**config.mk**
```make
export PLATFORM = sky130hd
export DESIGN_NAME = atan2_relative_angle_sensor_flat
export DESIGN_NICKNAME = d
export VERILOG_FILES = /design/src/hdl/ars_pkg.sv /design/src/hdl/ars_if.sv /design/src/hdl/atan2_relative_angle_sensor.sv /design/src/hdl/ars_ctrl.sv /design/src/hdl/ars_dp.sv /design/src/flat_wrapper.sv
export SDC_FILE = /design/constraint.sdc
export NUM_CORES = 1
export LEC_CHECK = 0
export BUFFER_PORTS_ARGS = -buffer_cell sky130_fd_sc_hd__buf_2
export CORE_MARGIN = 2
export CORE_UTILIZATION = 65
export DETAILED_ROUTE_END_ITERATION = 7
export PLACE_DENSITY_LB_ADDON = 0.1
export RECOVER_POWER = 25
export SLEW_MARGIN = 20
export SYNTH_ARGS = -nofsm -noshare
export SYNTH_HDL_FRONTEND = slang
export SYNTH_SLANG_ARGS = --single-unit
```
**constraint.sdc**
```tcl
create_clock -name clk -period 10.9 [get_ports clk]
set_input_delay 2.725 -clock clk [delete_from_list [all_inputs] [get_ports clk]]
set_output_delay 2.725 -clock clk [all_outputs]
set_load 0.02 [all_outputs]
```
**src/hdl/ars_pkg.sv**
```systemverilog
`timescale 1ns / 1ps
// ----------------------------------------------------------------------------
// ars_pkg: shared types and constants of the relative angle sensor
// Fixed-point formats, the CORDIC arctangent table and the command/status
// structs exchanged between the controller and the datapath.
// ----------------------------------------------------------------------------
package ars_pkg;

	localparam int CORDIC_STEPS = 16;
	localparam int FRAC_BITS    = 16;

	// Angle accumulator format: degrees with 24 fraction bits.
	localparam int ANG_FRAC = 24;
	localparam int Z_W      = 34;
	// CORDIC vector width: 32-bit inputs plus pre-rotation and gain growth.
	localparam int X_W      = 35;

	localparam int TIME_W   = 63;
	localparam int IN_W     = 32;
	localparam int OUT_W    = 25;

	// Angle after rounding: sign, eight integer bits for 180, fraction.
	localparam int ANG_W    = FRAC_BITS + 9;
	localparam int REL_W    = (ANG_W + 1 > OUT_W) ? ANG_W + 1 : OUT_W;

	localparam int IT_W      = $clog2(CORDIC_STEPS);
	localparam int TAB_DEPTH = 32;
	localparam int TAB_IDX_W = $clog2(TAB_DEPTH);

	localparam int RND_SH = ANG_FRAC - FRAC_BITS;

	// atan(2^-i) in degrees, 24 fraction bits.
	localparam logic signed [Z_W-1:0] ATAN_TAB [TAB_DEPTH] = '{
		34'sd754974720, 34'sd445687602, 34'sd235489088, 34'sd119537938,
		34'sd60000934,  34'sd30029717,  34'sd15018523,  34'sd7509720,
		34'sd3754917,   34'sd1877466,   34'sd938734,    34'sd469367,
		34'sd234684,    34'sd117342,    34'sd58671,     34'sd29335,
		34'sd14668,     34'sd7334,      34'sd3667,      34'sd1833,
		34'sd917,       34'sd458,       34'sd229,       34'sd115,
		34'sd57,        34'sd29,        34'sd14,        34'sd7,
		34'sd4,         34'sd2,         34'sd1,         34'sd0
	};

	typedef struct packed {
		logic            time_wr;   // store the tick time
		logic            load;      // load the CORDIC vector
		logic            step;      // one CORDIC iteration
		logic [IT_W-1:0] idx;       // iteration number
		logic            round;     // round and saturate the angle
		logic            finish;    // form the result and write the output register
		logic            zero_valid;
	} ars_cmd_t;

	typedef struct packed {
		logic time_back;   // tick time is earlier than the stored time
		logic out_free;    // output register can take a result
	} ars_sts_t;

endpackage

```
**src/hdl/ars_if.sv**
```systemverilog
`timescale 1ns / 1ps
// ----------------------------------------------------------------------------
// ars_if: channel interfaces of the relative angle sensor
// Input request channel, result channel and configuration write channel.
// ----------------------------------------------------------------------------
interface ars_in_if;
	logic                              valid;
	logic                              ready;
	logic                              command;
	logic                              ready_flag;
	logic [ars_pkg::TIME_W-1:0]        tick_time;
	logic                              offset_valid;
	logic signed [ars_pkg::IN_W-1:0]   offset_x;
	logic signed [ars_pkg::IN_W-1:0]   offset_y;

	modport source (output valid, command, ready_flag, tick_time, offset_valid,
		offset_x, offset_y, input ready);
	modport sink (input valid, command, ready_flag, tick_time, offset_valid,
		offset_x, offset_y, output ready);
endinterface

interface ars_out_if;
	logic                              valid;
	logic                              ready;
	logic signed [ars_pkg::OUT_W-1:0]  rel_heading;

	modport source (output valid, rel_heading, input ready);
	modport sink (input valid, rel_heading, output ready);
endinterface

interface ars_cfg_if;
	logic valid;
	logic ready;
	logic invert;

	modport source (output valid, invert, input ready);
	modport sink (input valid, invert, output ready);
endinterface

```
**src/hdl/atan2_relative_angle_sensor.sv**
```systemverilog
`timescale 1ns / 1ps
// ----------------------------------------------------------------------------
// atan2_relative_angle_sensor: relative heading from a planar frame offset
// A tick with a valid offset yields atan2(offset_y, offset_x) in degrees by
// an iterative CORDIC, measured against the first angle seen.
// ----------------------------------------------------------------------------
// A tick with a valid offset is loaded on acceptance and runs through the CORDIC
// iterations, rounding and the finish state, which waits for a free output
// register; other requests end at acceptance. The single shared CORDIC iteration
// stage takes one tick at a time; the output register lets the next one in early.
// Reset (arst_n low, asynchronous): disarmed, no zero reference, stored time 0,
// invert 0, no result pending.
module atan2_relative_angle_sensor (
	input  logic      clk,
	input  logic      arst_n,
	ars_in_if.sink    sample,
	ars_out_if.source result,
	ars_cfg_if.sink   cfg
);

	ars_pkg::ars_cmd_t cmd;
	ars_pkg::ars_sts_t sts;

	assign cfg.ready = 1'b1;

	ars_ctrl u_ctrl (
		.clk          (clk),
		.arst_n       (arst_n),
		.in_valid     (sample.valid),
		.in_ready     (sample.ready),
		.command      (sample.command),
		.ready_flag   (sample.ready_flag),
		.offset_valid (sample.offset_valid),
		.sts          (sts),
		.cmd          (cmd)
	);

	ars_dp u_dp (
		.clk         (clk),
		.arst_n      (arst_n),
		.cmd         (cmd),
		.sts         (sts),
		.tick_time   (sample.tick_time),
		.offset_x    (sample.offset_x),
		.offset_y    (sample.offset_y),
		.cfg_valid   (cfg.valid),
		.cfg_invert  (cfg.invert),
		.out_valid   (result.valid),
		.out_ready   (result.ready),
		.rel_heading (result.rel_heading)
	);

endmodule

```
**src/hdl/ars_ctrl.sv**
```systemverilog
`timescale 1ns / 1ps
// ----------------------------------------------------------------------------
// ars_ctrl: sequencing controller of the relative angle sensor
// Decodes requests, keeps the armed and zero-reference flags and steps the
// datapath through load, CORDIC iterations, rounding and result formation.
// ----------------------------------------------------------------------------
module ars_ctrl (
	input  logic              clk,
	input  logic              arst_n,
	input  logic              in_valid,
	output logic              in_ready,
	input  logic              command,
	input  logic              ready_flag,
	input  logic              offset_valid,
	input  ars_pkg::ars_sts_t sts,
	output ars_pkg::ars_cmd_t cmd
);

	typedef enum logic [1:0] {
		ST_IDLE,
		ST_ITER,
		ST_ROUND,
		ST_FINISH
	} state_t;

	localparam logic [ars_pkg::IT_W-1:0] LAST_IT = ars_pkg::IT_W'(ars_pkg::CORDIC_STEPS - 1);

	state_t                    state_q;
	logic [ars_pkg::IT_W-1:0]  cnt_q;
	logic                      armed_q;
	logic                      zero_valid_q;
	logic                      accept;
	logic                      tick_armed;

	assign in_ready   = (state_q == ST_IDLE);
	assign accept     = in_valid & in_ready;
	assign tick_armed = accept & command & armed_q;

	always_comb begin
		cmd            = '0;
		cmd.time_wr    = tick_armed;
		cmd.load       = tick_armed & ~sts.time_back & offset_valid;
		cmd.step       = (state_q == ST_ITER);
		cmd.idx        = cnt_q;
		cmd.round      = (state_q == ST_ROUND);
		cmd.finish     = (state_q == ST_FINISH) & sts.out_free;
		cmd.zero_valid = zero_valid_q;
	end

	always_ff @(posedge clk or negedge arst_n) begin
		if (!arst_n) begin
			state_q      <= ST_IDLE;
			cnt_q        <= '0;
			armed_q      <= 1'b0;
			zero_valid_q <= 1'b0;
		end else begin
			unique case (state_q)
				ST_IDLE: begin
					if (accept && !command && ready_flag) begin
						armed_q <= 1'b1;
					end else if (tick_armed) begin
						if (sts.time_back) begin
							// Clock went backwards: drop the zero reference and disarm.
							armed_q      <= 1'b0;
							zero_valid_q <= 1'b0;
						end else if (offset_valid) begin
							cnt_q   <= '0;
							state_q <= ST_ITER;
						end
					end
				end
				ST_ITER: begin
					cnt_q <= cnt_q + 1'b1;
					if (cnt_q == LAST_IT) begin
						state_q <= ST_ROUND;
					end
				end
				ST_ROUND: begin
					state_q <= ST_FINISH;
				end
				ST_FINISH: begin
					if (sts.out_free) begin
						zero_valid_q <= 1'b1;
						state_q      <= ST_IDLE;
					end
				end
				default: begin
					state_q <= ST_IDLE;
				end
			endcase
		end
	end

	a_iter_ends: assert property (@(posedge clk) disable iff (!arst_n)
		(state_q == ST_ITER && cnt_q == LAST_IT) |=> (state_q == ST_ROUND))
		else $error("CORDIC iteration count did not end in the rounding state");

	a_round_once: assert property (@(posedge clk) disable iff (!arst_n)
		(state_q == ST_ROUND) |=> (state_q == ST_FINISH))
		else $error("rounding state lasted more than one cycle");

	a_zero_latched: assert property (@(posedge clk) disable iff (!arst_n)
		cmd.finish |=> (zero_valid_q && state_q == ST_IDLE))
		else $error("zero reference not latched after a result");

	a_back_disarms: assert property (@(posedge clk) disable iff (!arst_n)
		(tick_armed && sts.time_back) |=> (!armed_q && !zero_valid_q && state_q == ST_IDLE))
		else $error("backwards clock did not disarm the block");

endmodule

```
**src/hdl/ars_dp.sv**
```systemverilog
`timescale 1ns / 1ps
// ----------------------------------------------------------------------------
// ars_dp: datapath of the relative angle sensor
// Tick time register, vectoring CORDIC with one shared iteration stage,
// rounding and saturation, zero reference and the output register.
// ----------------------------------------------------------------------------
module ars_dp (
	input  logic                             clk,
	input  logic                             arst_n,
	input  ars_pkg::ars_cmd_t                cmd,
	output ars_pkg::ars_sts_t                sts,
	input  logic [ars_pkg::TIME_W-1:0]       tick_time,
	input  logic signed [ars_pkg::IN_W-1:0]  offset_x,
	input  logic signed [ars_pkg::IN_W-1:0]  offset_y,
	input  logic                             cfg_valid,
	input  logic                             cfg_invert,
	output logic                             out_valid,
	input  logic                             out_ready,
	output logic signed [ars_pkg::OUT_W-1:0] rel_heading
);

	localparam logic signed [ars_pkg::Z_W-1:0] Z_NINETY =
		ars_pkg::Z_W'(90) << ars_pkg::ANG_FRAC;
	localparam logic signed [ars_pkg::Z_W-1:0] Z_RND =
		(ars_pkg::RND_SH > 0) ? (ars_pkg::Z_W'(1) << (ars_pkg::RND_SH - 1)) : '0;
	localparam logic signed [ars_pkg::Z_W-1:0] ANG_LIM =
		ars_pkg::Z_W'(180) << ars_pkg::FRAC_BITS;
	localparam logic signed [ars_pkg::REL_W-1:0] HALF =
		ars_pkg::REL_W'(180) << ars_pkg::FRAC_BITS;
	localparam logic signed [ars_pkg::REL_W-1:0] FULL = HALF <<< 1;

	logic [ars_pkg::TIME_W-1:0]        last_time_q;
	logic                              invert_q;
	logic                              out_valid_q;
	logic signed [ars_pkg::ANG_W-1:0]  zero_q;

	logic signed [ars_pkg::X_W-1:0]    x_q, y_q;
	logic signed [ars_pkg::Z_W-1:0]    z_q;
	logic                              zero_vec_q;
	logic signed [ars_pkg::ANG_W-1:0]  ang_q;
	logic signed [ars_pkg::OUT_W-1:0]  out_angle_q;

	logic signed [ars_pkg::X_W-1:0]    xe, ye, x_init, y_init, xs, ys;
	logic signed [ars_pkg::Z_W-1:0]    z_init, z_rnd, z_sat, tab_val;
	logic signed [ars_pkg::ANG_W-1:0]  zero_sel;
	logic signed [ars_pkg::REL_W-1:0]  rel_raw, rel_wrap, rel_out;

	assign sts = '{time_back: (tick_time < last_time_q), out_free: (~out_valid_q | out_ready)};

	// Pre-rotation by +/-90 degrees brings the vector into the right half plane.
	always_comb begin
		xe = ars_pkg::X_W'(offset_x);
		ye = ars_pkg::X_W'(offset_y);
		if (xe < 0) begin
			if (ye >= 0) begin
				x_init = ye;
				y_init = -xe;
				z_init = Z_NINETY;
			end else begin
				x_init = -ye;
				y_init = xe;
				z_init = -Z_NINETY;
			end
		end else begin
			x_init = xe;
			y_init = ye;
			z_init = '0;
		end
	end

	assign xs      = x_q >>> cmd.idx;
	assign ys      = y_q >>> cmd.idx;
	assign tab_val = ars_pkg::ATAN_TAB[ars_pkg::TAB_IDX_W'(cmd.idx)];

	always_comb begin
		z_rnd = (z_q + Z_RND) >>> ars_pkg::RND_SH;
		if (z_rnd > ANG_LIM) begin
			z_sat = ANG_LIM;
		end else if (z_rnd < -ANG_LIM) begin
			z_sat = -ANG_LIM;
		end else begin
			z_sat = z_rnd;
		end
	end

	// The first angle after the reference was dropped is its own zero.
	always_comb begin
		zero_sel = cmd.zero_valid ? zero_q : ang_q;
		rel_raw  = ars_pkg::REL_W'(ang_q) - ars_pkg::REL_W'(zero_sel);
		if (rel_raw > HALF) begin
			rel_wrap = rel_raw - FULL;
		end else if (rel_raw < -HALF) begin
			rel_wrap = rel_raw + FULL;
		end else begin
			rel_wrap = rel_raw;
		end
		rel_out = invert_q ? -rel_wrap : rel_wrap;
	end

	always_ff @(posedge clk or negedge arst_n) begin
		if (!arst_n) begin
			last_time_q <= '0;
			invert_q    <= 1'b0;
			out_valid_q <= 1'b0;
			zero_q      <= '0;
		end else begin
			if (cmd.time_wr) begin
				last_time_q <= tick_time;
			end
			if (cfg_valid) begin
				invert_q <= cfg_invert;
			end
			if (cmd.finish && !cmd.zero_valid) begin
				zero_q <= ang_q;
			end
			if (cmd.finish) begin
				out_valid_q <= 1'b1;
			end else if (out_ready) begin
				out_valid_q <= 1'b0;
			end
		end
	end

	always_ff @(posedge clk) begin
		if (cmd.load) begin
			x_q        <= x_init;
			y_q        <= y_init;
			z_q        <= z_init;
			zero_vec_q <= (offset_x == '0) && (offset_y == '0);
		end else if (cmd.step) begin
			if (y_q > 0) begin
				x_q <= x_q + ys;
				y_q <= y_q - xs;
				z_q <= z_q + tab_val;
			end else begin
				x_q <= x_q - ys;
				y_q <= y_q + xs;
				z_q <= z_q - tab_val;
			end
		end
		if (cmd.round) begin
			ang_q <= zero_vec_q ? '0 : z_sat[ars_pkg::ANG_W-1:0];
		end
		if (cmd.finish) begin
			out_angle_q <= rel_out[ars_pkg::OUT_W-1:0];
		end
	end

	assign out_valid   = out_valid_q;
	assign rel_heading = out_angle_q;

endmodule

```
**src/flat_wrapper.sv**
```systemverilog
// flat-port wrapper written by rule: the top's interface ports become plain ports
module atan2_relative_angle_sensor_flat 
  (clk, arst_n, sample_valid, sample_command, sample_ready_flag, sample_tick_time, sample_offset_valid, sample_offset_x, sample_offset_y, sample_ready, result_valid, result_rel_heading, result_ready, cfg_valid, cfg_invert, cfg_ready);
  ars_in_if sample_i ();
  ars_out_if result_i ();
  ars_cfg_if cfg_i ();
  input  logic clk;
  input  logic arst_n;
  input wire logic [$bits(sample_i.valid)-1:0] sample_valid;
  input wire logic [$bits(sample_i.command)-1:0] sample_command;
  input wire logic [$bits(sample_i.ready_flag)-1:0] sample_ready_flag;
  input wire logic [$bits(sample_i.tick_time)-1:0] sample_tick_time;
  input wire logic [$bits(sample_i.offset_valid)-1:0] sample_offset_valid;
  input wire logic [$bits(sample_i.offset_x)-1:0] sample_offset_x;
  input wire logic [$bits(sample_i.offset_y)-1:0] sample_offset_y;
  output wire logic [$bits(sample_i.ready)-1:0] sample_ready;
  output wire logic [$bits(result_i.valid)-1:0] result_valid;
  output wire logic [$bits(result_i.rel_heading)-1:0] result_rel_heading;
  input wire logic [$bits(result_i.ready)-1:0] result_ready;
  input wire logic [$bits(cfg_i.valid)-1:0] cfg_valid;
  input wire logic [$bits(cfg_i.invert)-1:0] cfg_invert;
  output wire logic [$bits(cfg_i.ready)-1:0] cfg_ready;
  assign sample_i.valid = sample_valid;
  assign sample_i.command = sample_command;
  assign sample_i.ready_flag = sample_ready_flag;
  assign sample_i.tick_time = sample_tick_time;
  assign sample_i.offset_valid = sample_offset_valid;
  assign sample_i.offset_x = sample_offset_x;
  assign sample_i.offset_y = sample_offset_y;
  assign sample_ready = sample_i.ready;
  assign result_valid = result_i.valid;
  assign result_rel_heading = result_i.rel_heading;
  assign result_i.ready = result_ready;
  assign cfg_i.valid = cfg_valid;
  assign cfg_i.invert = cfg_invert;
  assign cfg_ready = cfg_i.ready;
  atan2_relative_angle_sensor u_core (.clk(clk), .arst_n(arst_n), .sample(sample_i), .result(result_i), .cfg(cfg_i));
endmodule
```
==> qor.yml, run 1 <==
outcome:
  status: "finished with violations"
  violations: "capacitance limit, slew limit"
logic_synthesis:
  syn_area_sq_um: 27000
  synthFlopType: "edfxtp_1"
  syn_nets: 3410
  avgSynthCellArea_sq_um: 8.84
  synth-edff-count: 155
  netlist_instances: 3061
  async_flop_share_pct: 38.7
  synth-seq-area-share_pct: 26.3
  synth.distinct_cells: 99
  yosysWarnings: 0
  synth_seq_cells: 253
hold_path:
  hold_depth: 2
  hp-class: "reg -> reg"
  min_delay_worst_endpoint: "u_core.u_dp.zero_q[0]"
  worst_hold_startpoint: "u_core.u_dp.zero_q[0]"
detailed_routing:
  wirelength_um: 78500
  viasPerCell: 6.63
  drc: 0
  final_antenna_net_count: 0
  routedWlPerCell_um: 21.2
  vias: 24551
  drt_iter0_markers: 2163
  firstDrtPassIters: 6
layout:
  fin_cells: 3701
  final_nets: 3480
  multi_input_area_sq_um: 18800
  regArea_sq_um: 7120
  drive_above_1_share_pct: 14.7
  fill_cells: 3158
  area_delta_synth_final_pct: 7.92
critical_path:
  rr_worst_depth: 24
  worstPathArrival_ps: 8520
  cp_slowest_cell: "o41ai_1"
  cp_max_fo: 44
  path_delay_family: "compound AO/OA/AOI/OAI gates"
  slowest_delay_ps: 1010
  r2r_start: "u_core.u_ctrl.cnt_q[0]"
  end_kind: "register"
  reg2reg_slack_ps: 2710
  cp.required_ps: 11230
  reg2reg_to: "u_core.u_dp.x_q[34]"
  cp_cell_sequence: "buf_4, mux4_2, mux2_2, mux2_2, nor4_4, nand4_1, nor2_1, and2_1, inv_1, o41ai_1, xor2_1, ha_1, a21o_1, a21o_1, a21oi_1, o21ai_0, o41ai_1, o21ai_0, a41oi_1, nand2_1, a31oi_1, o21ai_0, xnor2_1, nor2_1"
  worst-path-buf-inv: 2
  cp_common_cell: "o21ai_0"
  cp-start-kind: "register"
  path_class: "reg -> reg"
floorplan:
  die_w_um: 208
  core_area_sq_um: 40900
  start_util_pct: 66.1
  pin_count: 164
  die_h_um: 208
  std_cell_rows: 74
  dieArea_sq_um: 43300
grt:
  track_usage_pct: 35.6
  antenna_found_initial: 16
  grt_pass1_vias: 24174
  grt_overflow: 0
  grt_max_degree: 84
  grt_pass1_wl_um: 126000
cts:
  cts.sinks: 253
  insertion_delay_ps: 600
  cts.reportedPaths.clkPinSlew_ps: 70
  cts_hold_buf: 0
  cts_setup_buffers: 0
  cts_made_buffers: 30
  cts.path.max_buffers: 3
  cts_tree: "yes"
  htree_levels: 1
  cts_resized: 0
  cts-root-buf: "clkbuf_16"
sta:
  rsz0062_at_grt: "no"
  fin_skew_ps: 17.4
  tightest_slew_ps: 3030
  slew_headroom_pct: -102
  period_minus_slack_ps: 8190
  hold_viol: 0
  min_period_over_period_pct: 75.1
  slew_violations: 159
  fmax_ghz: 0.122
  hold_slack_ps: 494
  setup_viol: 0
  tns_ps: 0
job:
  cap_viol_max_count: 4
placement:
  hpwlAfterDp_um: 59000
  dp_cells: 3631
  port_buffers: 162
  gp_congestion: 1.01
Yosys cell counts (60+ instances only):
cell type  number  share of area [%]
nor2_1        271                3.8
xnor2_1       199                6.4
mux2i_1        70                2.6
nand3_1        62                1.1
inv_1         142                2.0
nor3_1         60                1.1
a21oi_1       269                5.0
dfrtp_1        98                9.1
xor2_1         93                3.0
nand2_1       244                3.4
edfxtp_1      155                 17
o21ai_0       208                3.8
a21o_1         89                2.5
ha_1          209                9.7
clkbuf_1       97                1.3
mux4_2         75                6.2
mux2_2        115                4.8
kinds of logic after synthesis:
| kind of cell | share of synthesized area [%] |
|---|---|
| adders and majority gates | 9.96 |
| AOI/OAI and AO/OA | 19.5 |
| other | 0.0139 |
| buffers and inverters | 4.27 |
| muxes | 14.4 |
| and+or+nand+nor | 16.2 |
| xor gates and xnor gates | 9.46 |
| DFF | 26.3 |
through the flow:
step | util, % | area (sq um) | worst slack (ps)
6_report | 71.3 | 29200 | 2710
5_1_grt | 71.3 | 29200 | 2380
4_1_cts | 71.3 | 29200 | 2720
3_5_place_dp | 68.7 | 28100 | 2760
3_3_place_gp | 68.7 | 28100 | 2910
2_1_floorplan | - | 27000 | 3110
layout by cell type, fill, tap and decap left out, types with 15 or more instances in the layout:
cell | synthesis | final
mux4_2 | 75 | 75
a21oi_1 | 269 | 269
buf_4 | 5 | 16
a211oi_1 | 21 | 21
mux2_2 | 115 | 115
dfrtp_1 | 98 | 94
nand2_1 | 244 | 244
nand2b_1 | 41 | 39
nor3_1 | 60 | 60
buf_2 | 13 | 159
o21a_1 | 24 | 24
o21ai_0 | 208 | 208
o31ai_1 | 30 | 30
nor2_1 | 271 | 270
diode_2 | 0 | 15
or3_1 | 25 | 25
nand3_1 | 62 | 62
a21o_1 | 89 | 89
nor2b_1 | 25 | 25
edfxtp_1 | 155 | 155
nor4_1 | 24 | 23
and2_1 | 27 | 27
ha_1 | 209 | 209
o21bai_1 | 15 | 15
mux2i_1 | 70 | 70
inv_1 | 142 | 141
clkbuf_16 | 0 | 35
xor2_1 | 93 | 93
xnor2_1 | 199 | 199
a31oi_1 | 30 | 30
nand4_1 | 33 | 33
o211ai_1 | 19 | 19
and3_1 | 32 | 32
worst max path at each step:
stage,from,to,slack [ps],depth (start not counted)
6_report,u_core.u_ctrl.cnt_q[0],u_core.u_dp.x_q[34],2710,24
5_1_grt,u_core.u_ctrl.cnt_q[0],u_core.u_dp.x_q[33],2380,22
4_1_cts,u_core.u_ctrl.cnt_q[0],u_core.u_dp.x_q[34],2720,24
3_5_place_dp,u_core.u_ctrl.cnt_q[0],u_core.u_dp.x_q[34],2760,24
3_3_place_gp,u_core.u_ctrl.cnt_q[0],u_core.u_dp.x_q[34],2910,24
2_1_floorplan,sample_tick_time[40],u_core.u_dp.x_q[0],3110,13
layer usage:
layer / up-vias / track usage, % / part of all wire [%]
met1: 11751 / 43.0 / 39
met2: 1076 / 60.9 / 48
met5: - / 0 / 0
li1: 11479 / - / -
met4: 0 / 20.5 / 6.2
met3: 245 / 5.16 / 7.1
flip-flops by register name, summed over array words and instances, names as in the netlist, 2 cells and up:
signal and cells:
u_core.u_dp.y_q 35, u_core.u_dp.ang_q 25, u_core.u_ctrl.cnt_q 4, u_core.u_ctrl.state_q 2, u_core.u_dp.last_time_q 63, u_core.u_dp.zero_q 25
u_core.u_dp.rel_heading 25, u_core.u_dp.x_q 35, u_core.u_dp.z_q 34
tightest hold or removal path, cell delays in order (launching register included):
cell and delay (ps):
dfrtp_1 340, nand2_1 50, o21ai_0 70
layout make-up:
type                       instances  area share (%)
multi-input combinational       2518            64.5
sequential                       253            24.4
clock buffer                      48            3.34
timing repair buffer             180            3.20
tap                              532            2.28
inverter                         148            1.90
clock inverter                     7           0.296
antenna                           15           0.129
Power of run 1 is left out: the tool's default activity adds up to more than one toggle a clock period on the data nets, which glitch-free logic cannot reach.
==> inputs of run 2 (changes only) <==
--- a/config.mk
+++ b/config.mk
@@ -5,9 +5,10 @@
 export SDC_FILE = /design/constraint.sdc
 export NUM_CORES = 1
 export LEC_CHECK = 0
+export ABC_AREA = 1
 export BUFFER_PORTS_ARGS = -buffer_cell sky130_fd_sc_hd__buf_2
 export CORE_MARGIN = 2
-export CORE_UTILIZATION = 65
+export CORE_UTILIZATION = 64
 export DETAILED_ROUTE_END_ITERATION = 7
 export PLACE_DENSITY_LB_ADDON = 0.1
 export RECOVER_POWER = 25
==> constraint.sdc (replaced) <==
create_clock -name clk -period 8.4 [get_ports clk]
set_input_delay 2.1 -clock clk [delete_from_list [all_inputs] [get_ports clk]]
set_output_delay 2.1 -clock clk [all_outputs]
set_load 0.02 [all_outputs]
==> run 2 against run 1 <==
Area after synthesis increased by 5.3%. Critical endpoint is now u_core.u_dp.x_q[27]. Count of clock-buffer cells in the layout decreased by 11. Synthesized cell count increased by 42%. Non-clock buffer count increased by 8. Routed wire length increased by 17%. The flow still finishes with violations (capacitance limit, slew limit). Highest routed layer is now met5. Largest cell class unchanged. Final cell count increased by 37%. Via count increased by 21%. Clock skew decreased by 3.2 ps.
==> qor.yml, run 2 <==
outcome:
  status: "finished with violations"
  violations: "capacitance limit, slew limit"
critical_path:
  cp-start-kind: "register"
  reg2reg_to: "u_core.u_dp.x_q[27]"
  critical_path.endpoint: "u_core.u_dp.x_q[27]"
  crit_start: "u_core.u_ctrl.cnt_q[0]"
  reg2reg_slack_ps: 890
  worstPathArrival_ps: 7830
  r2r_start: "u_core.u_ctrl.cnt_q[0]"
  cp.required_ps: 8720
  cp_max_fo: 60
  rr_worst_depth: 26
  end_kind: "register"
  path_class: "reg -> reg"
detailed_routing:
  wirelength_um: 91600
  firstDrtPassIters: 7
  drc: 0
  final_antenna_net_count: 0
  viasPerCell: 5.87
  vias: 29719
  drt_iter0_markers: 2895
  routedWlPerCell_um: 18.1
cts:
  cts_resized: 0
  cts.reportedPaths.clkPinSlew_ps: 70
  htree_levels: 1
  cts_made_buffers: 30
  insertion_delay_ps: 620
  cts.path.max_buffers: 3
  cts-root-buf: "clkbuf_16"
  cts.sinks: 253
  cts_setup_buffers: 0
  cts_hold_buf: 0
  cts_tree: "yes"
floorplan:
  pin_count: 164
  core_area_sq_um: 44000
  die_h_um: 215
  std_cell_rows: 77
  die_w_um: 215
  start_util_pct: 64.7
  dieArea_sq_um: 46200
logic_synthesis:
  yosysWarnings: 0
  syn_nets: 4710
  synth_area_leader_cell: "edfxtp_1"
  synth_area_leaders: "edfxtp_1 (16%), nand2_1 (16%), ha_1 (9.2%), dfrtp_1 (8.6%), o21ai_0 (7.4%)"
  synth-edff-count: 155
  synth.most_common_cell: "nand2_1"
  netlist_instances: 4361
  synthFlopType: "edfxtp_1"
  synth_top_area_share_pct: 16.4
  async_flop_share_pct: 38.7
  synth.distinct_cells: 69
  avgSynthCellArea_sq_um: 6.53
  ys_top_cells_by_count: "nand2_1 (1,192), inv_1 (549), o21ai_0 (419)"
  syn_area_sq_um: 28500
  synth-seq-area-share_pct: 25.0
  synth_seq_cells: 253
grt:
  antenna_found_initial: 3
  track_usage_pct: 39.0
  grt_overflow: 0
  grt_max_degree: 127
  grt_pass1_vias: 28018
  grt_pass1_wl_um: 145000
sta:
  slew_violations: 205
  tightest_slew_ps: 3110
  setup_viol: 0
  fin_skew_ps: 14.2
  hold_viol: 0
  rsz0062_at_grt: "no"
  slew_headroom_pct: -108
  tns_ps: 0
  period_minus_slack_ps: 7510
  fmax_ghz: 0.133
  min_period_over_period_pct: 89.4
layout:
  reg_top3: "u_core.u_dp.last_time_q (63), u_core.u_dp.x_q (35), u_core.u_dp.y_q (35)"
  drive_above_1_share_pct: 7.54
  final_common_cell: "nand2_1"
  area_delta_synth_final_pct: 7.33
  top_register: "u_core.u_dp.last_time_q"
  final_nets: 4793
  final_cell_mix: "nand2_1 (1,191), inv_1 (548), o21ai_0 (419)"
  largest_reg_flops: 63
hold_path:
  hp-class: "reg -> reg"
placement:
  gp_congestion: 1.08
  hpwlAfterDp_um: 72200
  port_buffers: 162
job:
  cap_viol_max_count: 5
## run 2: cell count changes in the layout (fill, tap and decap cells not counted), sizes merged, moves of 82 or more
cell   change
nand2    +955
nand3    +207
mux2     -116
xnor2    -107
inv      +413
nor2      +95
o21ai    +292
mux4      -82
## run 2: cell type report
type | count | area [sq um]
Timing Repair Buffer | 188 | 993
Multi-Input combinational cell | 3408 | 18600
Clock buffer | 37 | 797
Tap cell | 592 | 741
Sequential cell | 253 | 7110
Inverter | 563 | 2110
Clock inverter | 18 | 180
Antenna cell | 3 | 7.51
Fill cell | 4034 | 13500
## run 2: kinds of logic (layout without fill, tap and decap cells)
logic type | count (synthesis) | count (layout) | synth area share, %
fa+ha+maj | 213 | 213 | 9.47
simple gates | 2053 | 2053 | 30.8
other cells | 1 | 4 | 0.0132
xor+xnor | 240 | 240 | 7.44
mux | 19 | 19 | 0.668
compound gates | 882 | 882 | 16.9
buf+inv | 700 | 806 | 9.71
flops | 253 | 253 | 25.0
## run 2: through the flow
| stage | util, % | hold slack [ps] | instances | instance area [sq um] | worst slack (ps) |
|---|---|---|---|---|---|
| 3_3_place_gp | 67.2 | 464 | 5004 | 29600 | 1240 |
| 5_1_grt | 69.4 | 504 | 5060 | 30500 | 714 |
| 2_1_floorplan | - | 448 | 4361 | 28500 | 1910 |
| 6_report | 69.4 | 484 | 5062 | 30600 | 892 |
| 3_5_place_dp | 67.2 | 471 | 5004 | 29600 | 1300 |
| 4_1_cts | 69.4 | 487 | 5059 | 30600 | 1260 |
## run 2: worst min-delay path by stage
| stage | from | end | slack, ps | depth (start not counted) |
|---|---|---|---|---|
| 6_report | u_core.u_dp.zero_q[19] | u_core.u_dp.zero_q[19] | 480 | 2 |
| 5_1_grt | u_core.u_dp.zero_q[6] | u_core.u_dp.zero_q[6] | 500 | 2 |
| 4_1_cts | u_core.u_dp.zero_q[6] | u_core.u_dp.zero_q[6] | 490 | 2 |
| 3_5_place_dp | u_core.u_dp.zero_q[6] | u_core.u_dp.zero_q[6] | 470 | 2 |
| 3_3_place_gp | u_core.u_dp.zero_q[4] | u_core.u_dp.zero_q[4] | 460 | 2 |
| 2_1_floorplan | u_core.u_dp.zero_q[10] | u_core.u_dp.zero_q[10] | 450 | 2 |
## run 2: critical path, stage by stage, from the launching register on
cell      delay [ps]
dfrtp_2          360
buf_4            490
buf_4            500
o21ai_0          230
nand2_1          100
nand2_1           80
nor2_1           130
a31oi_1           90
a21oi_1          350
inv_1            130
nor2_1           270
nand4_1          300
inv_1            250
nand3_1          180
o21ai_1          190
xnor2_1          110
ha_1             380
nand2_1           90
nor2_1           520
nand2_1          200
nor4b_1          850
a21oi_1          320
o21ai_0          350
a21oi_1          170
o21bai_1         220
xnor2_1          170
o21ai_0          110
## run 2: layer usage
metal | up-vias | routed length [um] | GRT usage [%]
li1 | 14593 | - | -
met1 | 13529 | 36800 | 48.4
met2 | 1271 | 41700 | 65.1
met3 | 324 | 6960 | 5.51
met4 | 2 | 6140 | 22.5
met5 | - | 11 | 0
Power of run 2 is left out for the same reason.
